`config.mk`:
```
export PLATFORM = sky130hd
export DESIGN_NAME = spi_flash_erase_and_program_framer_core
export DESIGN_NICKNAME = d
export VERILOG_FILES = /design/src/hw/rtl/sfepf_pkg.sv /design/src/hw/rtl/sfepf_dp.sv /design/src/hw/rtl/sfepf_ctrl.sv /design/src/hw/rtl/spi_flash_erase_and_program_framer_core.sv
export SDC_FILE = /design/constraint.sdc
export NUM_CORES = 1
export LEC_CHECK = 0
export BUFFER_PORTS_ARGS = -buffer_cell sky130_fd_sc_hd__buf_2
export CAP_MARGIN = 20
export CORE_MARGIN = 4
export CORE_UTILIZATION = 55
export DETAILED_ROUTE_END_ITERATION = 12
export MAX_ROUTING_LAYER = met4
export PLACE_DENSITY = 0.73
export SYNTH_ARGS = -nofsm -noshare
export SYNTH_HDL_FRONTEND = slang
export SYNTH_SLANG_ARGS = --single-unit
```
`constraint.sdc`:
```
create_clock -name clk -period 13.1 [get_ports clk]
set_input_delay 0.655 -clock clk [delete_from_list [all_inputs] [get_ports clk]]
set_output_delay 0.655 -clock clk [all_outputs]
set_load 0.02 [all_outputs]
```
`src/hw/rtl/sfepf_pkg.sv`:
```
package sfepf_pkg;

    localparam int PAGE_BYTES       = 256;
    localparam int PAGES_PER_SECTOR = 16;
    localparam int MAX_COUNT        = 32768;

    localparam int PAGE_W     = 18;
    localparam int OFFSET_W   = 8;
    localparam int COUNT_W    = 16;
    localparam int BYTE_W     = 8;
    localparam int CHUNK_W    = 9;
    localparam int SECTOR_SHIFT = $clog2(PAGES_PER_SECTOR);
    localparam int SECTOR_W   = PAGE_W - SECTOR_SHIFT;
    localparam int SPAN_W     = 4;
    localparam int ADDR_W     = 32;

    // item kinds
    localparam logic ITEM_START = 1'b0;
    localparam logic ITEM_DATA  = 1'b1;

    // flash command opcodes
    localparam logic [BYTE_W-1:0] CMD_WREN     = 8'h06;
    localparam logic [BYTE_W-1:0] CMD_WRDI     = 8'h04;
    localparam logic [BYTE_W-1:0] CMD_PP3      = 8'h02;
    localparam logic [BYTE_W-1:0] CMD_PP4      = 8'h12;
    localparam logic [BYTE_W-1:0] CMD_SE3      = 8'h20;
    localparam logic [BYTE_W-1:0] CMD_SE4      = 8'h21;

    typedef enum logic [4:0] {
        ST_IDLE,
        ST_DECODE,
        ST_E_WREN,
        ST_E_OPC,
        ST_E_A3,
        ST_E_A2,
        ST_E_A1,
        ST_E_A0,
        ST_E_WRDI,
        ST_P_WREN,
        ST_P_OPC,
        ST_P_A3,
        ST_P_A2,
        ST_P_A1,
        ST_P_A0,
        ST_P_DATA,
        ST_P_WRDI
    } state_t;

    typedef enum logic [3:0] {
        SEL_WREN,
        SEL_WRDI,
        SEL_ERASE,
        SEL_PROG,
        SEL_ADDR3,
        SEL_ADDR2,
        SEL_ADDR1,
        SEL_ADDR0,
        SEL_DATA
    } byte_sel_t;

    typedef struct packed {
        logic      capture;
        logic      start_load;
        logic      chunk_open;
        logic      data_step;
        logic      sector_step;
        logic      emit;
        byte_sel_t sel;
        logic      addr_sector;
        logic      frame_end;
        logic      last;
    } ctrl_cmd_t;

    typedef struct packed {
        logic item_is_data;
        logic busy;
        logic count_zero;
        logic chunk_active;
        logic chunk_last;
        logic sectors_more;
        logic four_byte;
        logic out_free;
    } dp_status_t;

endpackage

```
`src/hw/rtl/sfepf_dp.sv`:
```
module sfepf_dp #(
    parameter int MAX_COUNT = sfepf_pkg::MAX_COUNT
) (
    input  logic                                 clk,
    input  logic                                 rst_n,
    input  logic                                 cfg_valid,
    input  logic                                 cfg_four_byte_addressing,
    input  logic                                 opcode,
    input  logic [sfepf_pkg::PAGE_W-1:0]         page,
    input  logic [sfepf_pkg::OFFSET_W-1:0]       offset,
    input  logic [sfepf_pkg::COUNT_W-1:0]        count,
    input  logic [sfepf_pkg::BYTE_W-1:0]         data_byte,
    input  logic                                 out_stall,
    input  sfepf_pkg::ctrl_cmd_t                 cmd,
    output sfepf_pkg::dp_status_t                status,
    output logic                                 out_valid,
    output logic [sfepf_pkg::BYTE_W-1:0]         spi_byte,
    output logic                                 frame_end,
    output logic                                 last
);

    logic                               four_byte_reg;
    logic                               item_op_reg;
    logic [sfepf_pkg::PAGE_W-1:0]       item_page_reg;
    logic [sfepf_pkg::OFFSET_W-1:0]     item_offset_reg;
    logic [sfepf_pkg::COUNT_W-1:0]      item_count_reg;
    logic [sfepf_pkg::BYTE_W-1:0]       item_data_reg;

    logic                               busy_reg, busy_next;
    logic [sfepf_pkg::PAGE_W-1:0]       page_reg, page_next;
    logic [sfepf_pkg::OFFSET_W-1:0]     pos_reg, pos_next;
    logic [sfepf_pkg::COUNT_W-1:0]      total_reg, total_next;
    logic [sfepf_pkg::CHUNK_W-1:0]      chunk_reg, chunk_next;
    logic [sfepf_pkg::SECTOR_W-1:0]     sector_reg, sector_next;
    logic [sfepf_pkg::SPAN_W-1:0]       sectors_left_reg, sectors_left_next;

    logic                               out_valid_reg, out_valid_next;
    logic [sfepf_pkg::BYTE_W-1:0]       spi_byte_reg, spi_byte_next;
    logic                               frame_end_reg;
    logic                               last_reg;

    logic [sfepf_pkg::COUNT_W-1:0]      count_clamped;
    logic [sfepf_pkg::COUNT_W:0]        span_bytes;
    logic [sfepf_pkg::PAGE_W:0]         end_page;
    logic [sfepf_pkg::SECTOR_W:0]       sector_diff;
    logic [sfepf_pkg::CHUNK_W-1:0]      room;
    logic [sfepf_pkg::CHUNK_W-1:0]      chunk_size;
    logic [sfepf_pkg::ADDR_W-1:0]       addr_word;
    logic                               out_free;

    // first-write extent: clamp count, find the last page touched and the sector span
    always_comb
    begin
        if (item_count_reg > sfepf_pkg::COUNT_W'(MAX_COUNT))
            count_clamped = sfepf_pkg::COUNT_W'(MAX_COUNT);
        else
            count_clamped = item_count_reg;
        span_bytes  = {1'b0, count_clamped}
                    + (sfepf_pkg::COUNT_W+1)'(item_offset_reg)
                    - (sfepf_pkg::COUNT_W+1)'(1);
        end_page    = {1'b0, item_page_reg}
                    + (sfepf_pkg::PAGE_W+1)'(span_bytes[sfepf_pkg::COUNT_W:sfepf_pkg::OFFSET_W]);
        sector_diff = end_page[sfepf_pkg::PAGE_W:sfepf_pkg::SECTOR_SHIFT]
                    - {1'b0, item_page_reg[sfepf_pkg::PAGE_W-1:sfepf_pkg::SECTOR_SHIFT]};
    end

    // bytes that fit before the next page boundary
    always_comb
    begin
        room = sfepf_pkg::CHUNK_W'(sfepf_pkg::PAGE_BYTES) - sfepf_pkg::CHUNK_W'(pos_reg);
        if (total_reg < sfepf_pkg::COUNT_W'(room))
            chunk_size = total_reg[sfepf_pkg::CHUNK_W-1:0];
        else
            chunk_size = room;
    end

    always_comb
    begin
        busy_next         = busy_reg;
        page_next         = page_reg;
        pos_next          = pos_reg;
        total_next        = total_reg;
        chunk_next        = chunk_reg;
        sector_next       = sector_reg;
        sectors_left_next = sectors_left_reg;

        if (cmd.start_load)
        begin
            busy_next         = 1'b1;
            page_next         = item_page_reg;
            pos_next          = item_offset_reg;
            total_next        = count_clamped;
            chunk_next        = '0;
            sector_next       = item_page_reg[sfepf_pkg::PAGE_W-1:sfepf_pkg::SECTOR_SHIFT];
            sectors_left_next = sector_diff[sfepf_pkg::SPAN_W-1:0];
        end

        if (cmd.chunk_open)
            chunk_next = chunk_size;

        if (cmd.data_step)
        begin
            chunk_next = chunk_reg - sfepf_pkg::CHUNK_W'(1);
            total_next = total_reg - sfepf_pkg::COUNT_W'(1);
            pos_next   = pos_reg + sfepf_pkg::OFFSET_W'(1);
            busy_next  = (total_reg != sfepf_pkg::COUNT_W'(1));
            // wrapping past the page end always closes the chunk
            if (pos_reg == {sfepf_pkg::OFFSET_W{1'b1}})
                page_next = page_reg + sfepf_pkg::PAGE_W'(1);
        end

        if (cmd.sector_step)
        begin
            sector_next       = sector_reg + sfepf_pkg::SECTOR_W'(1);
            sectors_left_next = sectors_left_reg - sfepf_pkg::SPAN_W'(1);
        end
    end

    always_comb
    begin
        if (cmd.addr_sector)
            addr_word = {6'b0, sector_reg, 12'b0};
        else
            addr_word = {6'b0, page_reg, pos_reg};
    end

    always_comb
    begin
        case (cmd.sel)
            sfepf_pkg::SEL_WREN:  spi_byte_next = sfepf_pkg::CMD_WREN;
            sfepf_pkg::SEL_WRDI:  spi_byte_next = sfepf_pkg::CMD_WRDI;
            sfepf_pkg::SEL_ERASE: spi_byte_next = four_byte_reg ? sfepf_pkg::CMD_SE4
                                                                : sfepf_pkg::CMD_SE3;
            sfepf_pkg::SEL_PROG:  spi_byte_next = four_byte_reg ? sfepf_pkg::CMD_PP4
                                                                : sfepf_pkg::CMD_PP3;
            sfepf_pkg::SEL_ADDR3: spi_byte_next = addr_word[31:24];
            sfepf_pkg::SEL_ADDR2: spi_byte_next = addr_word[23:16];
            sfepf_pkg::SEL_ADDR1: spi_byte_next = addr_word[15:8];
            sfepf_pkg::SEL_ADDR0: spi_byte_next = addr_word[7:0];
            sfepf_pkg::SEL_DATA:  spi_byte_next = item_data_reg;
            default:              spi_byte_next = item_data_reg;
        endcase
    end

    assign out_free = !out_valid_reg || !out_stall;

    always_comb
    begin
        if (cmd.emit)
            out_valid_next = 1'b1;
        else if (out_stall)
            out_valid_next = out_valid_reg;
        else
            out_valid_next = 1'b0;
    end

    always_ff @(posedge clk or negedge rst_n)
    begin
        if (!rst_n)
        begin
            four_byte_reg    <= 1'b0;
            busy_reg         <= 1'b0;
            page_reg         <= '0;
            pos_reg          <= '0;
            total_reg        <= '0;
            chunk_reg        <= '0;
            sector_reg       <= '0;
            sectors_left_reg <= '0;
            out_valid_reg    <= 1'b0;
        end
        else
        begin
            if (cfg_valid)
                four_byte_reg <= cfg_four_byte_addressing;
            busy_reg         <= busy_next;
            page_reg         <= page_next;
            pos_reg          <= pos_next;
            total_reg        <= total_next;
            chunk_reg        <= chunk_next;
            sector_reg       <= sector_next;
            sectors_left_reg <= sectors_left_next;
            out_valid_reg    <= out_valid_next;
        end
    end

    always_ff @(posedge clk)
    begin
        if (cmd.capture)
        begin
            item_op_reg     <= opcode;
            item_page_reg   <= page;
            item_offset_reg <= offset;
            item_count_reg  <= count;
            item_data_reg   <= data_byte;
        end
        if (cmd.emit)
        begin
            spi_byte_reg  <= spi_byte_next;
            frame_end_reg <= cmd.frame_end;
            last_reg      <= cmd.last;
        end
    end

    always_comb
    begin
        status.item_is_data = (item_op_reg == sfepf_pkg::ITEM_DATA);
        status.busy         = busy_reg;
        status.count_zero   = (item_count_reg == '0);
        status.chunk_active = (chunk_reg != '0);
        status.chunk_last   = (chunk_reg == sfepf_pkg::CHUNK_W'(1));
        status.sectors_more = (sectors_left_reg != '0);
        status.four_byte    = four_byte_reg;
        status.out_free     = out_free;
    end

    assign out_valid = out_valid_reg;
    assign spi_byte  = spi_byte_reg;
    assign frame_end = frame_end_reg;
    assign last      = last_reg;

endmodule

```
`src/hw/rtl/sfepf_ctrl.sv`:
```
module sfepf_ctrl (
    input  logic                   clk,
    input  logic                   rst_n,
    input  logic                   in_valid,
    output logic                   in_stall,
    input  sfepf_pkg::dp_status_t  status,
    output sfepf_pkg::ctrl_cmd_t   cmd
);

    sfepf_pkg::state_t state_reg, state_next;

    always_ff @(posedge clk or negedge rst_n)
    begin
        if (!rst_n)
            state_reg <= sfepf_pkg::ST_IDLE;
        else
            state_reg <= state_next;
    end

    always_comb
    begin
        state_next      = state_reg;
        in_stall        = 1'b1;
        cmd.capture     = 1'b0;
        cmd.start_load  = 1'b0;
        cmd.chunk_open  = 1'b0;
        cmd.data_step   = 1'b0;
        cmd.sector_step = 1'b0;
        cmd.emit        = 1'b0;
        cmd.sel         = sfepf_pkg::SEL_WREN;
        cmd.addr_sector = 1'b0;
        cmd.frame_end   = 1'b0;
        cmd.last        = 1'b0;

        case (state_reg)
            sfepf_pkg::ST_IDLE:
            begin
                in_stall = 1'b0;
                if (in_valid)
                begin
                    cmd.capture = 1'b1;
                    state_next  = sfepf_pkg::ST_DECODE;
                end
            end

            sfepf_pkg::ST_DECODE:
            begin
                if (!status.item_is_data)
                begin
                    // drop a start while busy or with nothing to write
                    if (status.busy || status.count_zero)
                        state_next = sfepf_pkg::ST_IDLE;
                    else
                    begin
                        cmd.start_load = 1'b1;
                        state_next     = sfepf_pkg::ST_E_WREN;
                    end
                end
                else if (!status.busy)
                    state_next = sfepf_pkg::ST_IDLE;
                else if (status.chunk_active)
                    state_next = sfepf_pkg::ST_P_DATA;
                else
                begin
                    cmd.chunk_open = 1'b1;
                    state_next     = sfepf_pkg::ST_P_WREN;
                end
            end

            sfepf_pkg::ST_E_WREN:
            begin
                cmd.sel       = sfepf_pkg::SEL_WREN;
                cmd.frame_end = 1'b1;
                if (status.out_free)
                begin
                    cmd.emit   = 1'b1;
                    state_next = sfepf_pkg::ST_E_OPC;
                end
            end

            sfepf_pkg::ST_E_OPC:
            begin
                cmd.sel = sfepf_pkg::SEL_ERASE;
                if (status.out_free)
                begin
                    cmd.emit   = 1'b1;
                    state_next = status.four_byte ? sfepf_pkg::ST_E_A3 : sfepf_pkg::ST_E_A2;
                end
            end

            sfepf_pkg::ST_E_A3:
            begin
                cmd.sel         = sfepf_pkg::SEL_ADDR3;
                cmd.addr_sector = 1'b1;
                if (status.out_free)
                begin
                    cmd.emit   = 1'b1;
                    state_next = sfepf_pkg::ST_E_A2;
                end
            end

            sfepf_pkg::ST_E_A2:
            begin
                cmd.sel         = sfepf_pkg::SEL_ADDR2;
                cmd.addr_sector = 1'b1;
                if (status.out_free)
                begin
                    cmd.emit   = 1'b1;
                    state_next = sfepf_pkg::ST_E_A1;
                end
            end

            sfepf_pkg::ST_E_A1:
            begin
                cmd.sel         = sfepf_pkg::SEL_ADDR1;
                cmd.addr_sector = 1'b1;
                if (status.out_free)
                begin
                    cmd.emit   = 1'b1;
                    state_next = sfepf_pkg::ST_E_A0;
                end
            end

            sfepf_pkg::ST_E_A0:
            begin
                cmd.sel         = sfepf_pkg::SEL_ADDR0;
                cmd.addr_sector = 1'b1;
                cmd.frame_end   = 1'b1;
                if (status.out_free)
                begin
                    cmd.emit   = 1'b1;
                    state_next = sfepf_pkg::ST_E_WRDI;
                end
            end

            sfepf_pkg::ST_E_WRDI:
            begin
                cmd.sel       = sfepf_pkg::SEL_WRDI;
                cmd.frame_end = 1'b1;
                cmd.last      = !status.sectors_more;
                if (status.out_free)
                begin
                    cmd.emit = 1'b1;
                    // advance to the next sector or finish the start transaction
                    if (status.sectors_more)
                    begin
                        cmd.sector_step = 1'b1;
                        state_next      = sfepf_pkg::ST_E_WREN;
                    end
                    else
                        state_next = sfepf_pkg::ST_IDLE;
                end
            end

            sfepf_pkg::ST_P_WREN:
            begin
                cmd.sel       = sfepf_pkg::SEL_WREN;
                cmd.frame_end = 1'b1;
                if (status.out_free)
                begin
                    cmd.emit   = 1'b1;
                    state_next = sfepf_pkg::ST_P_OPC;
                end
            end

            sfepf_pkg::ST_P_OPC:
            begin
                cmd.sel = sfepf_pkg::SEL_PROG;
                if (status.out_free)
                begin
                    cmd.emit   = 1'b1;
                    state_next = status.four_byte ? sfepf_pkg::ST_P_A3 : sfepf_pkg::ST_P_A2;
                end
            end

            sfepf_pkg::ST_P_A3:
            begin
                cmd.sel = sfepf_pkg::SEL_ADDR3;
                if (status.out_free)
                begin
                    cmd.emit   = 1'b1;
                    state_next = sfepf_pkg::ST_P_A2;
                end
            end

            sfepf_pkg::ST_P_A2:
            begin
                cmd.sel = sfepf_pkg::SEL_ADDR2;
                if (status.out_free)
                begin
                    cmd.emit   = 1'b1;
                    state_next = sfepf_pkg::ST_P_A1;
                end
            end

            sfepf_pkg::ST_P_A1:
            begin
                cmd.sel = sfepf_pkg::SEL_ADDR1;
                if (status.out_free)
                begin
                    cmd.emit   = 1'b1;
                    state_next = sfepf_pkg::ST_P_A0;
                end
            end

            sfepf_pkg::ST_P_A0:
            begin
                cmd.sel = sfepf_pkg::SEL_ADDR0;
                if (status.out_free)
                begin
                    cmd.emit   = 1'b1;
                    state_next = sfepf_pkg::ST_P_DATA;
                end
            end

            sfepf_pkg::ST_P_DATA:
            begin
                cmd.sel       = sfepf_pkg::SEL_DATA;
                cmd.frame_end = status.chunk_last;
                cmd.last      = !status.chunk_last;
                if (status.out_free)
                begin
                    cmd.emit      = 1'b1;
                    cmd.data_step = 1'b1;
                    state_next    = status.chunk_last ? sfepf_pkg::ST_P_WRDI
                                                      : sfepf_pkg::ST_IDLE;
                end
            end

            sfepf_pkg::ST_P_WRDI:
            begin
                cmd.sel       = sfepf_pkg::SEL_WRDI;
                cmd.frame_end = 1'b1;
                cmd.last      = 1'b1;
                if (status.out_free)
                begin
                    cmd.emit   = 1'b1;
                    state_next = sfepf_pkg::ST_IDLE;
                end
            end

            default:
            begin
                state_next = sfepf_pkg::ST_IDLE;
            end
        endcase
    end

endmodule

```
`src/hw/rtl/spi_flash_erase_and_program_framer_core.sv`:
```
// channel   signals                                   direction  transaction when
// input     in_valid, in_stall, opcode, page, offset,  in         in_valid && !in_stall
//           count, data_byte
// output    out_valid, out_stall, spi_byte,            out        out_valid && !out_stall
//           frame_end, last
// config    cfg_valid, cfg_ready,                      in         cfg_valid && cfg_ready
//           cfg_four_byte_addressing
//
// One item at a time: accept, a decode state, then one SPI byte per cycle into the
// output register while the output is not stalled.
// The single output register sets the rate; an output stall holds the sequencer.
// Reset (rst_n low) clears the sequencer, write progress and the addressing mode.
module spi_flash_erase_and_program_framer_core #(
    parameter int MAX_COUNT = sfepf_pkg::MAX_COUNT
) (
    input  logic                                 clk,
    input  logic                                 rst_n,
    input  logic                                 cfg_valid,
    output logic                                 cfg_ready,
    input  logic                                 cfg_four_byte_addressing,
    input  logic                                 in_valid,
    output logic                                 in_stall,
    input  logic                                 opcode,
    input  logic [sfepf_pkg::PAGE_W-1:0]         page,
    input  logic [sfepf_pkg::OFFSET_W-1:0]       offset,
    input  logic [sfepf_pkg::COUNT_W-1:0]        count,
    input  logic [sfepf_pkg::BYTE_W-1:0]         data_byte,
    output logic                                 out_valid,
    input  logic                                 out_stall,
    output logic [sfepf_pkg::BYTE_W-1:0]         spi_byte,
    output logic                                 frame_end,
    output logic                                 last
);

    sfepf_pkg::ctrl_cmd_t  cmd;
    sfepf_pkg::dp_status_t status;

    assign cfg_ready = 1'b1;

    sfepf_ctrl u_ctrl (
        .clk      (clk),
        .rst_n    (rst_n),
        .in_valid (in_valid),
        .in_stall (in_stall),
        .status   (status),
        .cmd      (cmd)
    );

    sfepf_dp #(
        .MAX_COUNT (MAX_COUNT)
    ) u_dp (
        .clk                      (clk),
        .rst_n                    (rst_n),
        .cfg_valid                (cfg_valid),
        .cfg_four_byte_addressing (cfg_four_byte_addressing),
        .opcode                   (opcode),
        .page                     (page),
        .offset                   (offset),
        .count                    (count),
        .data_byte                (data_byte),
        .out_stall                (out_stall),
        .cmd                      (cmd),
        .status                   (status),
        .out_valid                (out_valid),
        .spi_byte                 (spi_byte),
        .frame_end                (frame_end),
        .last                     (last)
    );

endmodule

```
# Word-level counts from Yosys, hierarchy flattened
# Index checks and enable logic that the tools add are counted.
# word_totals
reg_bits	138
input_bits	57
word_cells	163
# classes
n_addsub	11
order_cmp	2
n_eq_ne	43
n_mux	67
n_reduce_logical	22
# op_table
op	n
$mux W5	19
$pmux W5 S17	1
$pmux W8 S8	1
$mux W18	3
$pmux W5 S10	1
$mux W16	3
$eq A5 B4 Y1 const B	8
$mux W9	4
$ne A2 B1 Y1 const B	16
$sub A16 B1 Y16 const B	2
$mux W14	2
$mux W26	1
$eq A5 B3 Y1 const B	4
$mux W1	19
$add A18 B1 Y18 const B	1
$add A16 B8 Y16	1
$eq A4 B3 Y1 const B	4
$gt A16 B16 Y1 const B	1
$logic_not A16 Y1	1
$lt A16 B9 Y1	1
$mux W8	2
$ne A16 B1 Y1 const B	1
$reduce_and A16 Y1	1
$add A14 B1 Y14 const B	1
other kinds (30)	47

# Depth between registers and ports, before layout
# Gate-level depths: netlist (run 1).
# depth
ltp_word	8
ltp_mapped	28
mapped_depth_nobuf	28

# Cells and area by module
# Synthesis (run 1) repeated with hierarchy kept, for this count alone.
# unflattened
cells_unflattened	904
area_unflattened_um2	8575.7
# by_module_without_submodules
module	instances	cells_per_inst	area_each_um2	seq_area_each_um2
sfepf_dp	1	804	7898.8	3633.5
sfepf_ctrl	1	98	665.6	125.1
spi_flash_erase_and_program_framer_core	1	2	11.3	0.0

# Worst setup path before layout (run 1)
# No wires, ideal clock.
# synth_path
path_kind	register to register
start	register u_dp.item_count_reg[7] (netlist name)
end	register u_dp.sectors_left_reg[3] (netlist name)
arrival_time_ns	5.054
required_ns	12.974
setup_slack_ns	7.920
path_stages_with_launch	29
path_cell_list	edfxtp_1 > nor4_1 > nand4_1 > nand2_1 > nand2_1 > ha_1 > inv_1 > ha_1 > a21o_1 > a21oi_1 > nor2b_1 > a211o_1 > a21oi_1 > nor2b_1 > nor2_1 > xnor2_1 > ha_1 > and4_1 > nand3_1 > a2111o_1 > o211ai_2 > xor2_1 > ha_1 > a21o_1 > a21oi_1 > xnor2_1 > xnor2_1 > xnor2_1 > a21oi_1
# synth_between
elab_chain_cells	8
word_cells_on_any_way	14
cone_classes	add/sub (4); order compare (1); mux (6); reduce/logical (3)
# synth_lines
item	line	rtl
start, declared	sfepf_dp.sv:26	logic [sfepf_pkg::COUNT_W-1:0] item_count_reg;
start signal, assigned	sfepf_dp.sv:193	item_count_reg <= count;
$gt A16 B16 Y1	sfepf_dp.sv:54	if (item_count_reg > sfepf_pkg::COUNT_W'(MAX_COUNT))
$mux W16	sfepf_dp.sv:54	
$add A16 B8 Y16	sfepf_dp.sv:59	+ (sfepf_pkg::COUNT_W+1)'(item_offset_reg)
$sub A16 B1 Y16	sfepf_dp.sv:60	- (sfepf_pkg::COUNT_W+1)'(1);
$add A8 B8 Y8	sfepf_dp.sv:62	+ (sfepf_pkg::PAGE_W+1)'(span_bytes[sfepf_pkg::COUNT_W:sfepf_pkg::OFFSET_W]);
$sub A4 B4 Y4	sfepf_dp.sv:64	- {1'b0, item_page_reg[sfepf_pkg::PAGE_W-1:sfepf_pkg::SECTOR_SHIFT]};
$mux W4	sfepf_dp.sv:87	if (cmd.start_load)
$mux W4	sfepf_dp.sv:112	if (cmd.sector_step)
end signal, assigned	sfepf_dp.sv:181	sectors_left_reg <= sectors_left_next;
end, declared	sfepf_dp.sv:35	logic [sfepf_pkg::SPAN_W-1:0] sectors_left_reg, sectors_left_next;
# Several ways; a longest one is shown, not always the timed one. The select of a mux whose other input is x is not followed.
# A chain may end at the register's enable or synchronous reset.

# Final worst setup path (run 1)
# layout_path
start	register u_dp.item_count_reg[3] (netlist name)
end	register u_dp.sectors_left_reg[3] (netlist name)
# Same word-level chain as after synthesis.

==> impl_metrics.yaml, run 1 <==
outcome:
  outcome: "finished clean"
job:
  cap_violations: 0
clocking:
  cts_tree: "built"
  cts_buffer_depth: 2
  clock_latency_ns: 0.42
  post_cts_resized: 0
  postCtsSetupBuffers: 0
  h-tree-depth: 4
  numCtsBuffers: 17
  cts-root-buf: "clkbuf_16"
  path_clk_slew_ns: 0.06
  ctsHoldBuffers: 0
  cts.sinks: 138
worst_setup_path:
  r2r_end: "u_dp.sectors_left_reg[3]"
  crit_arrival_ns: 6.25
  cp-end-kind: "flip-flop"
  regToRegSetupSlack_ns: 7.13
  r2r_start: "u_dp.item_count_reg[3]"
  path_class: "flip-flop to flip-flop"
  cp-start-kind: "flip-flop"
  required_ns: 13.39
  ff2ff_path_depth: 28
  crit_fanout: 10
  slowest_stage: "edfxtp_1"
  slowest_delay_ns: 0.43
yosys:
  synth_nets: 954
  ys_types: 67
  synth_commonest_cells: "dfrtp_1, nand2_1, nor2_1"
  synth_edf_count: 61
  yosysTopAreaCell: "dfrtp_1"
  syn_inst: 850
  yosysSeqAreaShare_pct: 45.81
  yosys_warnings: 0
  yosysTopAreaCellShare_pct: 23.48
  synth.avg_cell_area_um2: 9.653
  synth_ff_type: "dfrtp_1"
  synth-async-reset-ratio_pct: 55.80
  ys_seq_elements: 138
  syn_area_mm2: 0.008205
  yosys-top-cells-area: "dfrtp_1, edfxtp_1, ha_1"
power_and_ir_drop:
  power.leakage_nw: 3.919
  vdd_drop_max_mv: 0.1174
  power_mw: 1.728
  power_density_mw_per_mm2: 185.1
final_layout:
  nFillCells: 1112
  fin_nets: 1007
  multi_input_area_mm2: 0.004089
  antenna_cells: 0
  drive_above_1_share_pct: 13.97
  syn_to_final_growth_pct: 13.78
  final-seq-area_mm2: 0.003759
floorplan:
  core_area_mm2: 0.01459
  die_y_um: 130.1
  pin_count: 70
  dieArea_mm2: 0.01694
  die_w_um: 130.1
  rows: 44
  initial_core_util_pct: 56.24
sta:
  slew_violations: 0
  period_needed_ns: 5.967
  post-route-period-util_pct: 45.55
  finalSetupViolCount: 0
  finalSetupTns_ns: 0
  finalClockSkew_ns: 0.008664
  hold_violations: 0
  worst_pin_slew_ns: 0.9727
  fmax_ghz: 0.1676
  maxSlewHeadroom_pct: 35.15
  rsz0062_at_grt: "false"
global_routing:
  grtUsageTotal_pct: 26.40
  met1_usage_pct: 35.73
  grt-ovfl-total: 0
  grt_pass1_wl_um: 34080
  grt_pass1_vias: 6660
  grt_antenna_before_repair: 0
  met2_usage_pct: 40.71
  grt-busiest-layer: "met2"
  use_met3_pct: 5.690
  grt_max_degree: 78
drt:
  routed_via_density: 6.342
  vias: 6976
  drc_errors: 0
  first_iter_violations: 682
  drt-total-wl_um: 21060
  antenna_left: 0
  post_drt_wl_per_cell_um: 19.15
  firstDrtPassIters: 5
placement:
  port-buffer-count: 68
  dp_hpwl_um: 15060
  routabilityCongestion: 0.9109
hold_path:
  hold_class: "primary input to async pin"
==> power by group <==
| part | switching [mW] | leakage [nW] | internal [mW] |
|---|---|---|---|
| Sequential | 0.120 | 1.52 | 0.535 |
| Combinational | 0.314 | 2.10 | 0.225 |
| Clock | 0.179 | 0.306 | 0.355 |
==> worst max path at each step <==
stage	slack (ns)	cells past startpoint	startpoint	to
floorplan	7.92	28	u_dp.item_count_reg[7]	u_dp.sectors_left_reg[3]
global placement	7.56	28	u_dp.item_count_reg[7]	u_dp.sectors_left_reg[3]
detailed placement	7.23	28	u_dp.item_count_reg[3]	u_dp.sectors_left_reg[3]
CTS	7.16	28	u_dp.item_count_reg[3]	u_dp.sectors_left_reg[3]
global route	6.66	28	u_dp.item_count_reg[7]	u_dp.sectors_left_reg[3]
finish	7.13	28	u_dp.item_count_reg[3]	u_dp.sectors_left_reg[3]
==> stage by stage <==
stage	cell area [µm²]	utilization, %	setup slack, ns	cells	hold slack (ns)
floorplan	8205	-	7.920	850	0.3594
global placement	8653	59.31	7.564	1067	0.4799
detailed placement	8653	59.31	7.233	1067	0.4910
CTS	9309	63.81	7.160	1099	0.3929
global route	9336	64.00	6.660	1100	0.05284
finish	9336	64.00	7.133	1100	0.05559
==> critical path, delay by kind of cell, from the launching register on <==
kind,cells,cell delay [ns]
AOI/OAI and AO/OA,9,1.74
and+or+nand+nor,9,1.61
adders and majority gates,4,1.16
xor gates and xnor gates,5,0.85
DFF,1,0.43
buffers and inverters,1,0.04
==> routing by layer <==
layer,up-vias,wire [µm]
met5,-,0
met1,3345,9222
met3,26,1541
li1,3299,-
met2,306,10020
met4,0,272
==> layout by cell type, fill, tap and decap left out, types with 26 or more instances in the layout <==
cell type,instances
a21oi_1,56
buf_2,67
dfrtp_1,77
edfxtp_1,61
ha_1,46
inv_1,48
nand2_1,77
nand3_1,26
nor2_1,77
o21ai_0,49
==> logic make-up (layout without fill, tap and decap cells) <==
| logic type | Yosys count | count (layout) | synth area share, % |
|---|---|---|---|
| simple gates | 303 | 303 | 18.42 |
| compound gates | 236 | 236 | 19.95 |
| flops | 138 | 138 | 45.81 |
| buf+inv | 90 | 156 | 4.452 |
| fa+ha+maj | 47 | 47 | 7.258 |
| xor+xnor | 23 | 23 | 2.455 |
| mux | 12 | 12 | 1.616 |
| other cells | 1 | 1 | 0.04570 |
==> final cells by class <==
cell class / count / area share (%)
Multi-Input combinational cell: 622 / 43.80
Sequential cell: 138 / 40.26
Clock buffer: 19 / 4.637
Timing Repair Buffer: 76 / 4.530
Tap cell: 184 / 2.466
Clock inverter: 13 / 2.385
Inverter: 48 / 1.930
No activity file was read; power rests on OpenSTA's default activity.
==> run 2, diff against run 1 <==
- ABC_AREA: not set -> 1
- PLACE_DENSITY: 0.73 -> 0.76
- clock period: 13.1 -> 5 ns (I/O delays scaled with it)
==> run 2 against run 1 <==
  * The flow now finishes with violations (setup timing)
  * First-iteration DRC count rose by 14%
  * Synthesized area rose by 4.3%
  * Combinational power rose to 4.5 times the previous value
  * Via count rose by 12%
  * Sequential share of layout area fell by 4.3 points
  * Wire length rose by 10%
  * Clock skew rose by 0.0046 ns
  * Flip-flop and latch count did not move
  * Core utilization rose by 4.8 points
  * Final area rose by 12%
  * Largest cell class unchanged
  * Synthesized cell count rose by 20%
  * Highest routed layer unchanged
==> impl_metrics.yaml, run 2 <==
outcome:
  outcome: "finished, violations left"
  violations: "setup timing"
worst_setup_path:
  path_common_cell: "nand2_1"
  cp-start-kind: "flip-flop"
  slowest_delay_ns: 0.45
  crit_fanout: 6
  path_class: "flip-flop to flip-flop"
  cp-end-kind: "flip-flop"
  slowest_stage: "edfxtp_1"
  crit_arrival_ns: 5.36
  required_ns: 5.29
floorplan:
  rows: 45
  dieArea_mm2: 0.01762
  initial_core_util_pct: 56.29
  core_area_mm2: 0.01520
  die_y_um: 132.7
  die_w_um: 132.7
  pin_count: 70
placement:
  routabilityCongestion: 0.9339
  dp_hpwl_um: 15320
  pre_cts_ws_ns: 0.03320
  port-buffer-count: 68
  dpl_cell_area_mm2: 0.009074
drt:
  first_iter_violations: 778
  drc_errors: 0
  firstDrtPassIters: 6
  routed_via_density: 5.738
  drt-total-wl_um: 23170
  antenna_left: 0
  post_drt_wl_per_cell_um: 17.06
  vias: 7792
power_and_ir_drop:
  switchingPower_mw: 2.235
  combPwrFrac_pct: 44.1
  vdd_drop_max_mv: 0.3815
  power.leakage_nw: 4.800
  power_density_mw_per_mm2: 521.8
  power_frac_seq_pct: 32.8
  internal-power_mw: 3.224
  netSwitchingFraction_pct: 40.94
  power_frac_clock_pct: 23.2
global_routing:
  grt-ovfl-total: 0
  grtUsageTotal_pct: 26.85
  grt_pass1_wl_um: 36690
  grt_pass1_vias: 7492
  grt_antenna_before_repair: 0
  grt_max_degree: 53
hold_path:
  hold_class: "primary input to flip-flop"
yosys:
  yosysTopAreaCellShare_pct: 22.52
  synth_most_common_cell: "nand2_1"
  synth-simple-area-share_pct: 22.06
  synth.avg_cell_area_um2: 8.356
  yosysSeqAreaShare_pct: 43.92
  synth-async-reset-ratio_pct: 55.80
  synth_fa_ha_area_share_pct: 6.960
  synth_edf_count: 61
  synth_compound_area_share_pct: 13.70
  yosysTopAreaCell: "dfrtp_1"
  ys_seq_elements: 138
  yosys-top-cells-area: "dfrtp_1, edfxtp_1, nand2_1"
  synth_top_family_by_area: "simple AND/OR/NAND/NOR gates"
  syn_inst: 1024
  synth_ff_type: "dfrtp_1"
  yosys_warnings: 0
  synth_nets: 1128
  synth_commonest_cells: "nand2_1, inv_1, dfrtp_1"
  synthMuxAreaShare_pct: 0.1170
  ys_types: 52
  syn_area_mm2: 0.008557
  synth_xor_xnor_area_share_pct: 4.708
clocking:
  h-tree-depth: 4
  cts_tree: "built"
  path_clk_slew_ns: 0.06
  cts.sinks: 138
  cts_buffer_depth: 2
  cts-root-buf: "clkbuf_16"
  numCtsBuffers: 17
  clock_latency_ns: 0.43
final_layout:
  drive_above_1_share_pct: 16.67
  antenna_cells: 0
  fin_nets: 1261
  multi_input_area_mm2: 0.004282
  final_common_cell: "nand2_1"
  final-seq-area_mm2: 0.003759
  nFillCells: 1176
  fin_area_mm2: 0.01046
  mostFrequentLayoutCells: "nand2_1, inv_1, dfrtp_1"
  syn_to_final_growth_pct: 22.25
  post-route-util_pct: 68.81
sta:
  slew_violations: 0
  period_needed_ns: 5.064
  post-route-period-util_pct: 101.3
  finalSetupTns_ns: -0.06416
  fmax_ghz: 0.1975
  hold_violations: 0
  fin_ws_ns: -0.06416
  worst_pin_slew_ns: 0.9820
  finalClockSkew_ns: 0.01329
  rsz0062_at_grt: "true"
  finalSetupViolCount: 1
  maxSlewHeadroom_pct: 34.37
job:
  cap_violations: 0
run 2: stage by stage:
| step | power, mW | std cells | hold slack (ns) |
|---|---|---|---|
| after global routing | 5.809 | 1358 | 0.08882 |
| after CTS | 5.182 | 1349 | 0.06339 |
| after detailed placement | 3.864 | 1265 | 0.2537 |
| final | 5.459 | 1358 | 0.06861 |
| after floorplan | 3.320 | 1024 | -0.04559 |
| after global placement | 3.788 | 1265 | 0.2515 |
run 2: cells by family (layout without fill, tap and decap cells):
group,Yosys count,count (layout)
other,1,1
buffers and inverters,183,329
muxes,1,1
xor gates and xnor gates,46,46
and+or+nand+nor,426,426
adders and majority gates,47,47
DFF,138,138
AOI/OAI and AO/OA,182,182
run 2: worst paths after layout:
path | startpoint | endpoint | slack (ns) | depth (start not counted)
setup reg to reg | u_dp.item_count_reg[5] | u_dp.sectors_left_reg[3] | -0.06 | 36
hold / removal | cfg_valid | u_dp.four_byte_reg | 0.07 | 2
min in group asynchronous | rst_n | u_dp.total_reg[1] | 0.33 | 2
max in group asynchronous | rst_n | u_dp.sector_reg[10] | 3.69 | 3
hold reg to reg | u_dp.item_page_reg[8] | u_dp.sector_reg[4] | 0.50 | 2
setup / recovery | u_dp.item_count_reg[5] | u_dp.sectors_left_reg[3] | -0.06 | 36
run 2: final cells by class:
class	instances	share of cell area, %
clock inverter	9	0.8133
sequential	138	35.93
clock buffer	23	4.868
timing repair buffer	136	9.437
tap	188	2.249
multi-input combinational	703	40.93
inverter	161	5.777
run 2: per-layer routing:
layer	track usage [%]	share of wire (%)	vias up
li1	-	-	3737
met1	35.36	43	3664
met2	41.80	47	339
met3	6.464	7.8	52
met4	7.564	2.6	0
met5	-	0	-
run 2: critical path: cells and delay by family, from the launching register on:
| family | cells | cell delay, ns |
|---|---|---|
| flip-flops | 1 | 0.45 |
| AND/OR/NAND/NOR | 21 | 1.95 |
| AO/OA/AOI/OAI | 6 | 0.81 |
| XOR/XNOR | 3 | 0.47 |
| adder cells (fa/ha/maj) | 4 | 1.14 |
| buffers and inverters | 2 | 0.11 |
run 2: repair_timing:
item	CTS	global route
setup buffers	0	9
pin swaps	0	33
hold buffers	52	0
endpoints found under the hold margin	85	0
setup endpoints to repair	1	3
resized for setup	1	41
run 2: power groups by stage:
stage	Clock (mW)	Sequential, mW	Combinational (mW)
after detailed placement	0	1.79	2.07
after floorplan	0	1.79	1.53
after CTS	1.27	1.78	2.14
final	1.26	1.79	2.41
after global placement	0	1.78	2.00
after global routing	1.33	1.82	2.66
==> run 3, diff against run 2 <==
- CORE_ASPECT_RATIO: not set -> 0.75
- HOLD_SLACK_MARGIN: not set -> 0.15
==> run 3 against run 2 <==
  * The run still ends with setup timing left
  * First-iteration DRC count shrank 5.0%
  * Via count shrank 0.49%
  * Clock skew shrank 0.0055 ns
  * Sequential power is essentially flat
  * Highest routed layer unchanged
  * Clock-buffer cell count grew 1
  * Clock power grew 3%
  * Critical endpoint unchanged
  * Largest power group unchanged
==> impl_metrics.yaml, run 3 (synthesis gave the netlist of run 2 again) <==
outcome:
  outcome: "finished, violations left"
  violations: "setup timing"
drt:
  firstDrtPassIters: 5
  post_drt_wl_per_cell_um: 17.04
  routed_via_density: 5.599
  first_iter_violations: 739
  vias: 7754
  antenna_left: 0
  drc_errors: 0
  drt-total-wl_um: 23600
sta:
  period_needed_ns: 5.008
  slew_violations: 0
  post-route-period-util_pct: 100.2
  whs_ns: 0.2777
  fin_ws_ns: -0.007987
  finalSetupViolCount: 1
  maxSlewHeadroom_pct: 34.90
  hold_violations: 0
  worst_pin_slew_ns: 0.9742
  finalClockSkew_ns: 0.007811
  rsz0062_at_grt: "true"
  fmax_ghz: 0.1997
global_routing:
  grt_pass1_wl_um: 37110
  grt_pass1_vias: 7239
  grt_max_degree: 55
  grt_antenna_before_repair: 0
  grtUsageTotal_pct: 27.41
  grt-ovfl-total: 0
placement:
  dp_hpwl_um: 15780
  routabilityCongestion: 0.9439
  port-buffer-count: 68
  placed_cells: 1282
power_and_ir_drop:
  vdd_drop_max_mv: 0.3265
  internal-power_mw: 3.320
  switchingPower_mw: 2.209
  power_mw: 5.529
  power_density_mw_per_mm2: 519.6
  power_frac_seq_pct: 32.4
  combPwrFrac_pct: 44.1
  power.leakage_nw: 4.872
  power_frac_clock_pct: 23.6
  netSwitchingFraction_pct: 39.95
final_layout:
  fin_nets: 1271
  final_common_cell: "nand2_1"
  mostFrequentLayoutCells: "nand2_1, inv_1, dfrtp_1"
  antenna_cells: 0
  fin_cells: 1385
  syn_to_final_growth_pct: 24.35
  drive_above_1_share_pct: 17.88
clocking:
  h-tree-depth: 4
  cts_tree: "built"
  cts_buffer_depth: 2
  clock_latency_ns: 0.43
  numCtsBuffers: 17
  cts.sinks: 138
  cts-root-buf: "clkbuf_16"
  path_clk_slew_ns: 0.06
worst_setup_path:
  path_common_cell: "nand2_1"
  slowest_delay_ns: 0.41
  path_class: "flip-flop to flip-flop"
  crit_arrival_ns: 5.30
  ff2ff_path_depth: 31
  cp-startpoint: "u_dp.item_count_reg[12]"
  cp-start-kind: "flip-flop"
  slowest_stage: "edfxtp_1"
  crit_fanout: 6
  required_ns: 5.29
  cp-end-kind: "flip-flop"
  regToRegSetupSlack_ns: -0.008
  r2r_start: "u_dp.item_count_reg[12]"
floorplan:
  dieArea_mm2: 0.01764
  rows: 39
  pin_count: 70
  die_w_um: 152.0
  core_area_mm2: 0.01522
  initial_core_util_pct: 56.20
  die_y_um: 116.0
hold_path:
  hold_class: "primary input to async pin"
job:
  cap_violations: 0
==> run 3: cell types whose count changed in the layout (fill, tap and decap cells not counted), moves of 3 or more <==
cell / before / now
nand2_4: 2 / 7
buf_4: 16 / 23
inv_1: 143 / 135
inv_2: 17 / 25
dlygate4sd3_1: 52 / 55
nand2_1: 226 / 223
==> run 3: final timing paths <==
check / end
min in group clk: u_ctrl.state_reg[4]
min: u_dp.chunk_reg[3]
min reg2reg: u_dp.sector_reg[10]
max reg2reg: u_dp.sectors_left_reg[3]
max: u_dp.sectors_left_reg[3]
max in group asynchronous: u_dp.page_reg[9]
==> run 3: per-stage QoR <==
step           util, %  area, µm²    TNS, ns  setup WS [ns]
2_1_floorplan        -       8557          0         0.1588
3_3_place_gp     59.74       9095          0         0.1773
3_5_place_dp     59.74       9095  -0.002001      -0.002001
4_1_cts          67.47      10270          0        0.05189
5_1_grt          69.89      10640    -0.3308        -0.3308
6_report         69.89      10640  -0.007987      -0.007987
==> run 3: final cells by class <==
type,count,area [µm²]
clock buffer,24,514.2
timing repair buffer,146,1070
clock inverter,8,106.4
sequential,138,3759
inverter,161,604.3
fill,1200,4584
multi-input combinational,703,4330
tap,205,256.5
==> run 3: critical path, delay by kind of cell, from the launching register on <==
kind	cells	cell delay (ns)
AOI/OAI and AO/OA	8	1.21
xor gates and xnor gates	3	0.44
adders and majority gates	3	0.94
buffers and inverters	4	0.41
DFF	1	0.41
and+or+nand+nor	13	1.45
==> run 3: what timing repair did <==
item | in CTS | in global routing
hold endpoints to repair | 76 | 0
pin swaps | 0 | 37
resized for setup | 2 | 57
hold buffers | 55 | 0
buffers inserted | 0 | 16
endpoints found under the setup margin | 1 | 2
==> run 3: power groups by stage <==
stage	Clock [mW]	Combinational, mW	Sequential (mW)
2_1_floorplan	0	1.53	1.79
3_3_place_gp	0	2.02	1.79
3_5_place_dp	0	2.08	1.79
4_1_cts	1.31	2.13	1.78
5_1_grt	1.37	2.72	1.82
6_report	1.30	2.44	1.79
==> run 3: layer usage <==
metal / track usage [%] / vias to the layer above / wire (µm) / part of all wire (%)
li1: - / 3745 / - / -
met1: 39.94 / 3605 / 10900 / 46
met2: 38.73 / 363 / 10110 / 43
met3: 6.122 / 41 / 2200 / 9.3
met4: 7.425 / 0 / 382 / 1.6
met5: - / - / 0 / 0
